===== src/design/msm_pkg.sv =====
// Shared types and codes for the multi-pattern string matcher.
// Depends on nothing; imported by the controller, datapath and top level.
package msm_pkg;

    localparam int NODES_DEF    = 256;
    localparam int POS_BITS_DEF = 32;

    localparam logic [1:0] OP_PATTERN = 2'd0;
    localparam logic [1:0] OP_BUILD   = 2'd1;
    localparam logic [1:0] OP_TEXT    = 2'd2;
    localparam logic [1:0] OP_NOP     = 2'd3;

    localparam logic [1:0] KIND_STORED = 2'd0;
    localparam logic [1:0] KIND_FULL   = 2'd1;
    localparam logic [1:0] KIND_BUILT  = 2'd2;
    localparam logic [1:0] KIND_MATCH  = 2'd3;

    typedef struct packed {
        logic [1:0] op;
        logic [7:0] data;
        logic       last;
        logic       first;
    } in_t;

    typedef struct packed {
        logic [1:0]  kind;
        logic [31:0] match_start;
        logic [31:0] end_index;
        logic [7:0]  pattern_node;
        logic [7:0]  pattern_length;
    } out_t;

    typedef enum logic [4:0] {
        ST_CLEAR, ST_IDLE, ST_DISPATCH,
        ST_P_RD, ST_P_UPD, ST_P_FIN,
        ST_B_INIT, ST_B_RD, ST_B_CHILD, ST_B_NEXT, ST_B_POP, ST_B_CUR, ST_B_FC,
        ST_T_INIT,
        ST_FB_CHK, ST_FB_EDGE, ST_FB_FAIL, ST_E_RD, ST_E_USE,
        ST_C_CHK, ST_C_EV,
        ST_EMIT
    } state_t;

    typedef struct packed {
        logic clr_step;
        logic load;
        logic p_rd;
        logic p_upd;
        logic p_fin;
        logic b_init;
        logic b_rd;
        logic b_child;
        logic b_next;
        logic b_pop;
        logic b_cur;
        logic b_fc;
        logic t_init;
        logic fb_edge;
        logic fb_fail;
        logic e_use;
        logic c_chk;
        logic c_ev;
        logic emit;
    } cmd_t;

    typedef struct packed {
        logic       clr_done;
        logic [1:0] op;
        logic       last;
        logic       ins_failed;
        logic       out_free;
        logic       child_zero;
        logic       is_root;
        logic       chr_last;
        logic       queue_empty;
        logic       walk_zero;
        logic       steps_full;
        logic       is_build;
        logic       mark;
        logic       len_ok;
    } status_t;

endpackage


===== src/design/msm_ctrl.sv =====
// Sequencer for the matcher: one state machine that steps the datapath.
// Depends on msm_pkg for the state, command and status types.
module msm_ctrl
    import msm_pkg::*;
(
    input  logic    aclk,
    input  logic    aresetn,
    input  logic    s_valid,
    output logic    s_ready,
    input  status_t stat,
    output cmd_t    cmd
);

    state_t state_reg, state_next;

    // Hold state
    always_ff @(posedge aclk) begin
        if (!aresetn) begin
            state_reg <= ST_CLEAR;
        end else begin
            state_reg <= state_next;
        end
    end

    // Advance state
    always_comb begin
        state_next = state_reg;
        unique case (state_reg)
            ST_CLEAR:    if (stat.clr_done) state_next = ST_IDLE;
            ST_IDLE:     if (s_valid) state_next = ST_DISPATCH;
            ST_DISPATCH: begin
                unique case (stat.op)
                    OP_PATTERN: state_next = stat.ins_failed ? ST_P_FIN : ST_P_RD;
                    OP_BUILD:   state_next = ST_B_INIT;
                    OP_TEXT:    state_next = ST_T_INIT;
                    default:    state_next = ST_IDLE;
                endcase
            end
            ST_P_RD:     state_next = ST_P_UPD;
            ST_P_UPD:    state_next = ST_P_FIN;
            ST_P_FIN:    state_next = stat.last ? ST_EMIT : ST_IDLE;
            ST_B_INIT:   state_next = ST_B_RD;
            ST_B_RD:     state_next = ST_B_CHILD;
            ST_B_CHILD: begin
                priority if (stat.child_zero || stat.is_root) state_next = ST_B_NEXT;
                else state_next = ST_FB_CHK;
            end
            ST_B_NEXT:   state_next = stat.chr_last ? ST_B_POP : ST_B_RD;
            ST_B_POP:    state_next = stat.queue_empty ? ST_EMIT : ST_B_CUR;
            ST_B_CUR:    state_next = ST_B_FC;
            ST_B_FC:     state_next = ST_B_RD;
            ST_T_INIT:   state_next = ST_FB_CHK;
            ST_FB_CHK:   state_next = stat.walk_zero ? ST_E_RD : ST_FB_EDGE;
            ST_FB_EDGE: begin
                priority if (!stat.child_zero || stat.steps_full) state_next = ST_E_RD;
                else state_next = ST_FB_FAIL;
            end
            ST_FB_FAIL:  state_next = ST_FB_CHK;
            ST_E_RD:     state_next = ST_E_USE;
            ST_E_USE:    state_next = stat.is_build ? ST_B_NEXT : ST_C_CHK;
            ST_C_CHK: begin
                priority if (stat.walk_zero || stat.steps_full) state_next = ST_IDLE;
                else state_next = ST_C_EV;
            end
            ST_C_EV: begin
                priority if (!stat.mark) state_next = ST_C_CHK;
                else if (stat.len_ok) state_next = ST_EMIT;
                else state_next = ST_IDLE;
            end
            ST_EMIT:     if (stat.out_free) state_next = ST_IDLE;
            default:     state_next = ST_IDLE;
        endcase
    end

    // Drive commands
    always_comb begin
        cmd      = '0;
        s_ready  = 1'b0;
        unique case (state_reg)
            ST_CLEAR:    cmd.clr_step = 1'b1;
            ST_IDLE: begin
                s_ready  = 1'b1;
                cmd.load = s_valid;
            end
            ST_P_RD:     cmd.p_rd = 1'b1;
            ST_P_UPD:    cmd.p_upd = 1'b1;
            ST_P_FIN:    cmd.p_fin = stat.last;
            ST_B_INIT:   cmd.b_init = 1'b1;
            ST_B_RD:     cmd.b_rd = 1'b1;
            ST_B_CHILD:  cmd.b_child = 1'b1;
            ST_B_NEXT:   cmd.b_next = 1'b1;
            ST_B_POP:    cmd.b_pop = 1'b1;
            ST_B_CUR:    cmd.b_cur = 1'b1;
            ST_B_FC:     cmd.b_fc = 1'b1;
            ST_T_INIT:   cmd.t_init = 1'b1;
            ST_FB_EDGE:  cmd.fb_edge = 1'b1;
            ST_FB_FAIL:  cmd.fb_fail = 1'b1;
            ST_E_USE:    cmd.e_use = 1'b1;
            ST_C_CHK:    cmd.c_chk = 1'b1;
            ST_C_EV:     cmd.c_ev = 1'b1;
            ST_EMIT:     cmd.emit = 1'b1;
            default:     cmd = '0;
        endcase
    end

endmodule


===== config.mk =====
export PLATFORM = sky130hd
export DESIGN_NAME = msm_ctrl
export DESIGN_NICKNAME = d
export VERILOG_FILES = /design/src/design/msm_pkg.sv /design/src/design/msm_ctrl.sv
export SDC_FILE = /design/constraint.sdc
export NUM_CORES = 1
export LEC_CHECK = 0
export BUFFER_PORTS_ARGS = -buffer_cell sky130_fd_sc_hd__buf_2
export CAP_MARGIN = 20
export CORE_MARGIN = 10
export CORE_UTILIZATION = 50
export CTS_CLUSTER_SIZE = 25
export DETAILED_ROUTE_END_ITERATION = 6
export HOLD_SLACK_MARGIN = 0.06
export PLACE_DENSITY = 0.95
export SLEW_MARGIN = 20
export SYNTH_ARGS = -nofsm -noshare
export SYNTH_HDL_FRONTEND = slang
export SYNTH_SLANG_ARGS = --single-unit

===== constraint.sdc =====
create_clock -name aclk -period 4.5 [get_ports aclk]
set_input_delay 1.125 -clock aclk [delete_from_list [all_inputs] [get_ports aclk]]
set_output_delay 1.125 -clock aclk [all_outputs]
set_load 0.02 [all_outputs]

# ---- Yosys cells after proc, flatten, opt, wreduce, memory -nomap -nowiden
# Index checks and enable logic that the tools add are counted.
dict set report totals {
  regBits 5
  latchBits 0
  ramBits 0
  romBits 0
  input_bits 18
  out_inout_bits 20
  wordCells 72
  mem_count 0
}
dict set report op_classes {
  n_addsub 0
  mul 0
  div_mod_pow 0
  order_cmp 0
  eq_ne 26
  shift 0
  mux 36
  bitwise 0
  reduce_logical 9
}
# op n
set op_table {}
lappend op_table {{5-bit case mux with 20 select lines} 1}
lappend op_table {{5-bit 2-to-1 mux} 10}
lappend op_table {{5-bit by 4-bit == test with 1-bit output (second input constant)} 8}
lappend op_table {{5-bit == test (second input constant)} 6}
lappend op_table {{1-bit 2-to-1 mux} 21}
lappend op_table {{5-bit by 3-bit == test with 1-bit output (second input constant)} 4}
lappend op_table {{4-bit case mux with 3 select lines} 1}
lappend op_table {{5-bit by 2-bit == test with 1-bit output (second input constant)} 2}
lappend op_table {{3-bit 2-to-1 mux} 2}
lappend op_table {{2-bit != test (second input constant)} 3}
lappend op_table {{5-bit by 1-bit == test with 1-bit output (second input constant)} 1}
lappend op_table {{5-bit zero test} 1}
lappend op_table {{4-bit 2-to-1 mux} 1}
lappend op_table {{2-bit OR reduction} 2}
lappend op_table {{1-bit logical OR} 3}
lappend op_table {{3-bit AND reduction} 1}
lappend op_table {{2-bit by 1-bit == test with 1-bit output (second input constant)} 1}
lappend op_table {{2-bit == test (second input constant)} 1}
lappend op_table {{2-bit zero test} 1}
lappend op_table {{1-bit zero test} 1}

# ---- Logic depth before layout (Yosys ltp)
# Gate-level depths: netlist of run 1.
dict set report logic_depth {
  ltp_word 4
  ltp_mapped 7
  ltp_nobuf 6
}

# ---- Worst setup path before layout of run 1
# No wires, ideal clock.
dict set report synth_path {
  kind {register to output}
  startpoint {register state_reg[2]}
  endpoint {output port cmd[17] (netlist name)}
  t_arrival_ns 1.778
  t_required_ns 3.375
  setup_slack_ns 1.597
  stages_incl_launch_ff 5
  path_buffers 2
  cell_sequence {dfxtp_1 buf_2 clkbuf_1 nor4_1 and2_1}
}
# element line
set synth_rtl {}
lappend synth_rtl {{from (decl)} msm_ctrl.sv:14} ;# state_t state_reg, state_next;
lappend synth_rtl {{from (signal assigned)} msm_ctrl.sv:21} ;# state_reg <= state_next;
lappend synth_rtl {{to (decl)} msm_ctrl.sv:11} ;# output cmd_t cmd

==> results of run 1 <==
-- area by class of cell --
type                            instances  area (um^2)
Timing Repair Buffer                   37          185
Tap cell                               16         20.0
Fill cell                             147          543
Multi-Input combinational cell        116          687
Inverter                                4         15.0
Clock buffer                            4         26.3
Sequential cell                         5          100
-- worst min-delay path, cell delays in order (launching register included) --
cell and delay, ns:
dfxtp_1 0.47, nand2_1 0.12, nand3_1 0.07, nand3_1 0.08, a31oi_1 0.05
-- synth_stat cells --
| cell | number |
|---|---|
| nor2_1 | 17 |
| nand2_1 | 13 |
| nor3_1 | 11 |
| a21oi_1 | 9 |
| nand3_1 | 7 |
| buf_2 | 6 |
| o21ai_0 | 6 |
| dfxtp_1 | 5 |
| nand2b_1 | 5 |
| nor2b_1 | 5 |
| ha_1 | 4 |
| inv_1 | 4 |
| nor4_1 | 4 |
| clkbuf_1 | 3 |
| a21o_1 | 2 |
| a32oi_1 | 2 |
| nand3b_1 | 2 |
| nor2_2 | 2 |
| nor4b_1 | 2 |
| o211ai_1 | 2 |
| o21ai_1 | 2 |
| o41a_1 | 2 |
| o41ai_1 | 2 |
| or3_1 | 2 |
| a211o_1 | 1 |
| a22oi_1 | 1 |
| a31oi_1 | 1 |
| a41oi_1 | 1 |
| and2_1 | 1 |
| buf_4 | 1 |
| buf_6 | 1 |
| o211a_1 | 1 |
| o21a_1 | 1 |
| o21bai_1 | 1 |
| o22ai_1 | 1 |
| o311ai_0 | 1 |
| o31a_1 | 1 |
| o31ai_1 | 1 |
| or2_1 | 1 |
| or2b_1 | 1 |
| xnor2_1 | 1 |
-- per-stage QoR --
step                power (mW)  utilization [%]
finish                   0.166             65.6
global route             0.180             65.6
CTS                      0.167             65.6
detailed placement       0.114             63.9
global placement         0.112             63.9
floorplan               0.0942                -
-- logic make-up after synthesis --
family | after synthesis | synth area share, %
AO/OA/AOI/OAI | 38 | 30.2
XOR/XNOR | 1 | 1.02
adder cells (fa/ha/maj) | 4 | 5.81
buffers and inverters | 15 | 8.71
flip-flops | 5 | 11.6
AND/OR/NAND/NOR | 73 | 42.7
-- path summary, 6_finish.rpt --
| kind | endpoint | slack (ns) |
|---|---|---|
| max | cmd[4] | 1.48 |
| min | state_reg[1] | 0.83 |
| max reg2reg | state_reg[2] | 2.31 |
| min reg2reg | state_reg[1] | 0.83 |
-- metal layers --
| metal | GRT usage [%] | vias up | wire [um] |
|---|---|---|---|
| met5 | 0 | - | 0 |
| met4 | 7.01 | 0 | 22 |
| met3 | 3.09 | 2 | 435 |
| met2 | 23.7 | 81 | 1430 |
| met1 | 20.5 | 536 | 1150 |
| li1 | - | 561 | - |
-- cells in the final DEF, fill, tap and decap left out, types with 5 or more instances in the layout --
cell type,synthesis,routed
dfxtp_1,5,5
buf_2,6,37
o21ai_0,6,6
nand3_1,7,7
nand2b_1,5,5
nor2b_1,5,5
a21oi_1,9,9
nor2_1,17,17
nand2_1,13,13
nor3_1,11,11
-- power groups by stage --
stage / Combinational [mW] / Sequential (mW) / Clock (mW)
5_1_grt: 0.0655 / 0.0563 / 0.0581
2_1_floorplan: 0.0450 / 0.0493 / 0
3_3_place_gp: 0.0565 / 0.0557 / 0
6_report: 0.0595 / 0.0561 / 0.0506
4_1_cts: 0.0587 / 0.0551 / 0.0531
3_5_place_dp: 0.0584 / 0.0559 / 0
==> results by stage, run 1 <==
Timing:
- The number of failing setup endpoints in the final timing report is 0.
- The clock skew after layout is 0.000498 ns.
- The relative max-transition margin is 38.5%.
- The final worst setup slack is 1.48 ns.
- The worst-case hold slack is 0.834 ns.
- In the final timing run, aggregate negative setup slack is 0 ns.
- The achievable clock frequency is 331 MHz.
- The number of hold violations in the final report is 0.
- The number of max-slew violations in the final report is 0.
- Setup repair after global routing left no endpoint under its margin.
- The minimum period implied by the final worst setup slack is 3.02 ns.
- At the pin with the least slew margin, the transition time is 0.921 ns.
- In the finished design, the share of the clock period the worst path needs comes to 67.1%.

Finish:
- The number of antenna diodes in the final layout is 0.
- For this run, the post-layout net count is 189.
- The final design area excluding fillers is 0.00103 mm^2.
- The fraction of final layout cells sized beyond drive strength 1 is 25.3%.
- The finished layout holds 182 standard cells, fillers aside.
- The flip-flop count of the largest register, all copies and words added is 5.
- The area growth from synthesis to layout is 19.9%.

Power and ir drop:
- In this run switching power makes up 37.7% of total power.
- The internal power is 103 uW.
- Per report_power, the sequential group accounts for 33.7% of the total.
- Across the VDD grid, the largest voltage drop is 0.000159 V.
- Combinational logic burns 35.8% of the power.
- The power per unit of standard cell area is 161 mW/mm^2.
- The clock network is responsible for 30.5% of the overall power.
- The leakage power summed over all cells is 0.469 nW.
- The reported net switching power is 62.7 uW.

Synth:
- The top cell type by total area after synthesis is dfxtp_1.
- The summed instance area of the synthesized netlist is 862 um^2.
- The number of nets in the synthesized netlist is 158.
- The synthesized design contains 5 register bits.
- Sorting the synthesized cells by area gives the leading types as dfxtp_1 12%, nor2_1 7.4%, nor3_1 6.4%.
- The number of cells produced by synthesis is 136.
- The number of distinct standard cells referenced by the synthesized netlist is 41.
- During synthesis, Yosys emitted a total of 0 warnings.
- The sequential-to-total area share from yosys stat is 11.6%.
- A synthesized cell averages 6.34 um^2.
- The top-area cell type share of the netlist area is 11.6%.

Floorplan:
- The die extent in x is 61.5 um.
- The I/O pin count is 38.
- The die is 61.5 um tall.
- The initial utilization of the core area, before any placement, comes to 54.7%.
- The placeable core region is 0.00158 mm^2.
- The full die area is 0.00378 mm^2.
- The site row count is 14.

GRT:
- The initial antenna violation count came to 0.
- The first global-routing pass estimated 4740 um of wire.
- Across every metal layer, demand over resource in global routing totals 15.6%.
- The aggregate global routing overflow is 0.
- The via count of the first global-routing pass is 1033.
- The largest net degree at the start of global routing is 31.

Drt:
- The count of vias placed by the detailed router is 1180.
- The count of nets left with antenna violations after detail routing is 0.
- The remaining routing DRC violations is 0.
- In the final routed layout, each cell accounts on average for 16.6 um.
- The first TritonRoute pass finished after 4 iterations.
- The sum of routed wire length over all layers is 3030 um.
- The detailed router's first-iteration violation count is 76.
- The number of vias per cell after detailed routing is 6.48.

Setup path:
- The cell family contributing the most delay on the critical path is flip-flops.
- Together, buffers and inverters on the worst path number 1.
- The critical path is of the reg2out type.
- STA classifies the critical path startpoint as a register.
- The signal on the critical path passes through nor2b_1 -> nand2_1 -> nor2_1 -> buf_2.
- The top fanout value on the critical path is 30.
- The worst setup path is captured at an output port.
- For the worst setup path, the data arrival time is 1.89 ns.
- The cell depth of the worst flop-to-flop path is 5.
- The worst flop-to-flop path startpoint is state_reg[2].
- The slowest stage cell on the critical path is dfxtp_1.
- The worst setup path startpoint is state_reg[4].
- The data required time at the worst endpoint is 3.38 ns.
- The critical path depth is 4.
- The largest incremental delay on the critical path is 0.92 ns.

Min path:
- The min-delay analysis places its worst path in the category reg2reg.
- The worst hold path begins at state_reg[0].
- The hold path depth is 4.

Clock tree:
- The tree is rooted in a clkbuf_4.
- The maximum clock path buffer count is 2.
- The clock transition time at the flip-flop clock pins of the worst setup and hold paths is 0.04 ns.
- For the worst-skew pair, the clock arrives at the later sink with an insertion delay of 0.24 ns.
- For this design, the sink count on the clock tree is 5.
- The quantity of gates resized following cts is 0.
- Post-CTS timing repair inserted 0 buffers for setup.
- The total CTS buffers is 3.
- In this run the number of H-tree levels came out at 1.
- Buffers inserted to repair hold after CTS numbered 0.
- TritonCTS built the clock tree.

Outcome:
- The run finished with clean final reports.

Place:
- Once detailed placement completed, the half-perimeter wirelength came to 2330 um.
- Summing all placed instances gives a cell area of 0.00101 mm^2.
- Before CTS, the worst setup slack after placement is 1.71 ns.
- Including well taps, the total number of placed cells is 178.
- Port buffering added 37 buffers.
- The weighted congestion reported at the end of routability-driven placement is 0.945.

Flow run:
- The total of max-cap violations is 0.
(Power assumes the default switching activity.)
==> run 2: changes to the inputs <==
--- a/config.mk
+++ b/config.mk
@@ -8,11 +8,11 @@
 export BUFFER_PORTS_ARGS = -buffer_cell sky130_fd_sc_hd__buf_2
 export CAP_MARGIN = 20
 export CORE_MARGIN = 10
-export CORE_UTILIZATION = 50
+export CORE_UTILIZATION = 47
 export CTS_CLUSTER_SIZE = 25
 export DETAILED_ROUTE_END_ITERATION = 6
 export HOLD_SLACK_MARGIN = 0.06
-export PLACE_DENSITY = 0.95
+export PLACE_DENSITY = 0.91
 export SLEW_MARGIN = 20
 export SYNTH_ARGS = -nofsm -noshare
 export SYNTH_HDL_FRONTEND = slang
==> constraint.sdc (replaced) <==
create_clock -name aclk -period 2.8 [get_ports aclk]
set_input_delay 0.7 -clock aclk [delete_from_list [all_inputs] [get_ports aclk]]
set_output_delay 0.7 -clock aclk [all_outputs]
set_load 0.02 [all_outputs]
==> run 2 against run 1 <==
Routed wire length down 2.2%. Clock power up 69%. Design area up 3.3%. Global-route usage down 2.0 points. First-iteration DRC count up 14%. Final cell count up 6.6%. Sequential cell count unchanged. Highest routed layer unchanged.
==> results by stage, run 2 (synthesized netlist as in run 1, its figures left out) <==
Timing:
- Unrepaired setup endpoints after global routing: false (unchanged).
- The number of hold violations in the final report came to 0 (unchanged).
- The total negative setup slack is 0 ns (unchanged).
- The number of failing setup endpoints in the final timing report came to 0 (unchanged).
- The clock skew after layout is 0.00214 ns (was 0.000498 ns).
- The actual transition at the worst max-transition pin is 0.752 ns (was 0.921 ns).
- The worst-case hold slack is 0.741 ns (was 0.834 ns).
- The share of the cycle needed by the critical path after routing is 90.2%.
- Timing would allow up to 396 MHz.
- The number of max-slew violations in the final report is 0 (unchanged).
- The minimum period implied by the final worst setup slack is 2.53 ns.
- The relative max-transition margin is 49.8% (was 38.5%).

Floorplan:
- The site row count came to 15 (was 14).
- The placeable core region is 0.00173 mm^2 (was 0.00158 mm^2).
- The die outline height is 62.8 um (was 61.5 um).
- The die extent in x is 62.8 um (was 61.5 um).
- The initial cell density of the core is 49.9% (was 54.7%).
- The full die area was 0.00395 mm^2 (was 0.00378 mm^2).
- The I/O pin count is 38 (unchanged).

Finish:
- The most frequent standard cell in the layout excluding fill and tap cells is buf_2 (unchanged).
- The final antenna diode count is 0 (unchanged).
- The final design area excluding fillers is 0.00107 mm^2 (was 0.00103 mm^2).
- The number of nets in the layout is 192 (was 189).
- The flip-flop count of the largest register, all copies and words added is 5 (unchanged).
- The total of fill cells in the finished design was 168 (was 147).
- Commonest cells after routing, fill and taps aside: 37 x buf_2, 17 x nor2_1, 13 x nand2_1 (unchanged).
- The fraction of final layout cells sized beyond drive strength 1 was 26.6% (was 25.3%).
- The synthesis-to-layout area growth came to 23.8% (was 19.9%).

Drt:
- The detailed router's first-iteration violation count is 87 (was 76).
- The number of vias per cell after detailed routing was 6.05 (was 6.48).
- The detailed-route wire length per cell was 15.3 um (was 16.6 um).
- The remaining routing DRC violations is 0 (unchanged).
- The number of detailed-route iterations in the first pass was 5 (was 4).
- The sum of routed wire length over all layers came to 2960 um (was 3030 um).
- The count of vias placed by the detailed router is 1173 (was 1180).
- The count of nets left with antenna violations after detail routing is 0 (unchanged).

GRT:
- The initial antenna violation count was 0 (unchanged).
- The first-pass GRT wire length was 4560 um (was 4740 um).
- The overall track demand over capacity in global routing was 13.6% (was 15.6%).
- The largest net degree at the start of global routing is 24 (was 31).
- The via count of the first global-routing pass came to 1000 (was 1033).
- The aggregate global routing overflow is 0 (unchanged).

Clock tree:
- The maximum clock path buffer count was 2 (unchanged).
- The clock transition time at the flip-flop clock pins of the worst setup and hold paths is 0.05 ns (was 0.04 ns).
- The total CTS buffers came to 3 (unchanged).
- The number of H-tree branching levels is 1 (unchanged).
- The number of hold buffers added after CTS came to 0 (unchanged).
- The quantity of gates resized following cts is 0 (unchanged).
- The post-CTS setup buffer count is 0 (unchanged).
- The TritonCTS clock tree is done (unchanged).
- The clock tree root buffer cell was clkbuf_4 (unchanged).
- The clock sink total is 5 (unchanged).
- The clock insertion delay at the later pin of the skew report was 0.24 ns (about the same).

Min path:
- The type of the most critical hold path is in2reg (was reg2reg).
- The hold path depth is 2 (was 4).

Setup path:
- The family with the most delay on the worst path is simple AND/OR/NAND/NOR gates (was flip-flops).
- CP Cell Sequence: nand2b_1 -> nor4_1 -> and2_1 -> buf_2 (was nor2b_1 -> nand2_1 -> nor2_1 -> buf_2).
- The data required time at the worst endpoint came to 2.10 ns (was 3.38 ns).
- The cell depth of the worst flop-to-flop path was 5 (unchanged).
- The worst path arrival time was 1.83 ns (was 1.89 ns).
- The critical path depth came to 4 (unchanged).
- The total buffers and inverters traversed by the critical path was 1 (unchanged).
- The largest incremental delay on the critical path was 0.61 ns (was 0.92 ns).
- The slowest stage cell on the critical path is dfxtp_1 (unchanged).
- The kind of start point of the critical path is a register (unchanged).
- The class of the most critical setup path is reg2out (unchanged).
- The category of the worst setup path capture point is an output port (unchanged).
- The top fanout value on the critical path was 16 (was 30).

Outcome:
- Run status: completed (unchanged).

Place:
- The weighted congestion reported at the end of routability-driven placement came to 1.01 (was 0.945).
- The number of buffer cells added on primary ports is 37 (unchanged).
- The sum of net half-perimeters after detailed placement came to 2300 um (was 2330 um).
- The post-place instance area is 0.00104 mm^2 (was 0.00101 mm^2).

Power and ir drop:
- The power per unit of standard cell area is 253 mW/mm^2 (was 161 mW/mm^2).
- The total power is 270 uW (was 166 uW).
- The peak ir drop on the vdd network came to 0.000234 V (was 0.000159 V).
- The leakage power summed over all cells was 0.485 nW (was 0.469 nW).

Flow run:
- The total of max-cap violations came to 0 (unchanged).
==> run 2: final cells by class <==
class / instances / area (um^2) / share of cell area, %
Multi-Input combinational cell: 116 / 687 / 64.4
Inverter: 4 / 15.0 / 1.41
Sequential cell: 5 / 100 / 9.38
Timing Repair Buffer: 40 / 208 / 19.5
Tap cell: 25 / 31.3 / 2.93
Clock buffer: 4 / 26.3 / 2.46
==> run 2: worst paths after layout <==
path                            slack, ns    startpoint      endpoint
worst max register to register       0.79  state_reg[1]  state_reg[2]
worst min-delay path                 0.74       aresetn  state_reg[4]
worst min register to register       0.83  state_reg[0]  state_reg[1]
worst max-delay path                 0.27  state_reg[0]       cmd[17]
==> run 2: report_power, final <==
group          internal [mW]  switching (mW)  total [mW]
Clock                 0.0540          0.0314      0.0854
Sequential            0.0747          0.0104      0.0852
Combinational         0.0388          0.0606      0.0994
Total                  0.168           0.102       0.270
==> run 2: through the flow <==
step	util, %	instances	setup WS [ns]
after floorplan	-	136	0.322
after global placement	60.3	190	0.666
after detailed placement	60.3	190	0.546
after CTS	61.8	194	0.280
after global routing	61.8	194	0.132
final	61.8	194	0.274
==> run 2: worst register-to-register path, stage by stage, from the launching register on <==
cell	delay (ns)
dfxtp_1	0.60
nand2b_1	0.40
or3_1	0.17
o41ai_1	0.06
a211o_1	0.26
o41a_1	0.41
==> run 2: per-layer routing <==
layer | share of wire [%] | track usage [%] | routed length (um) | vias to the layer above
li1 | - | - | - | 563
met1 | 41 | 16.3 | 1220 | 508
met2 | 45 | 20.5 | 1320 | 94
met3 | 12 | 5.20 | 361 | 8
met4 | 1.9 | 6.70 | 56 | 0
met5 | 0 | 0 | 0 | -
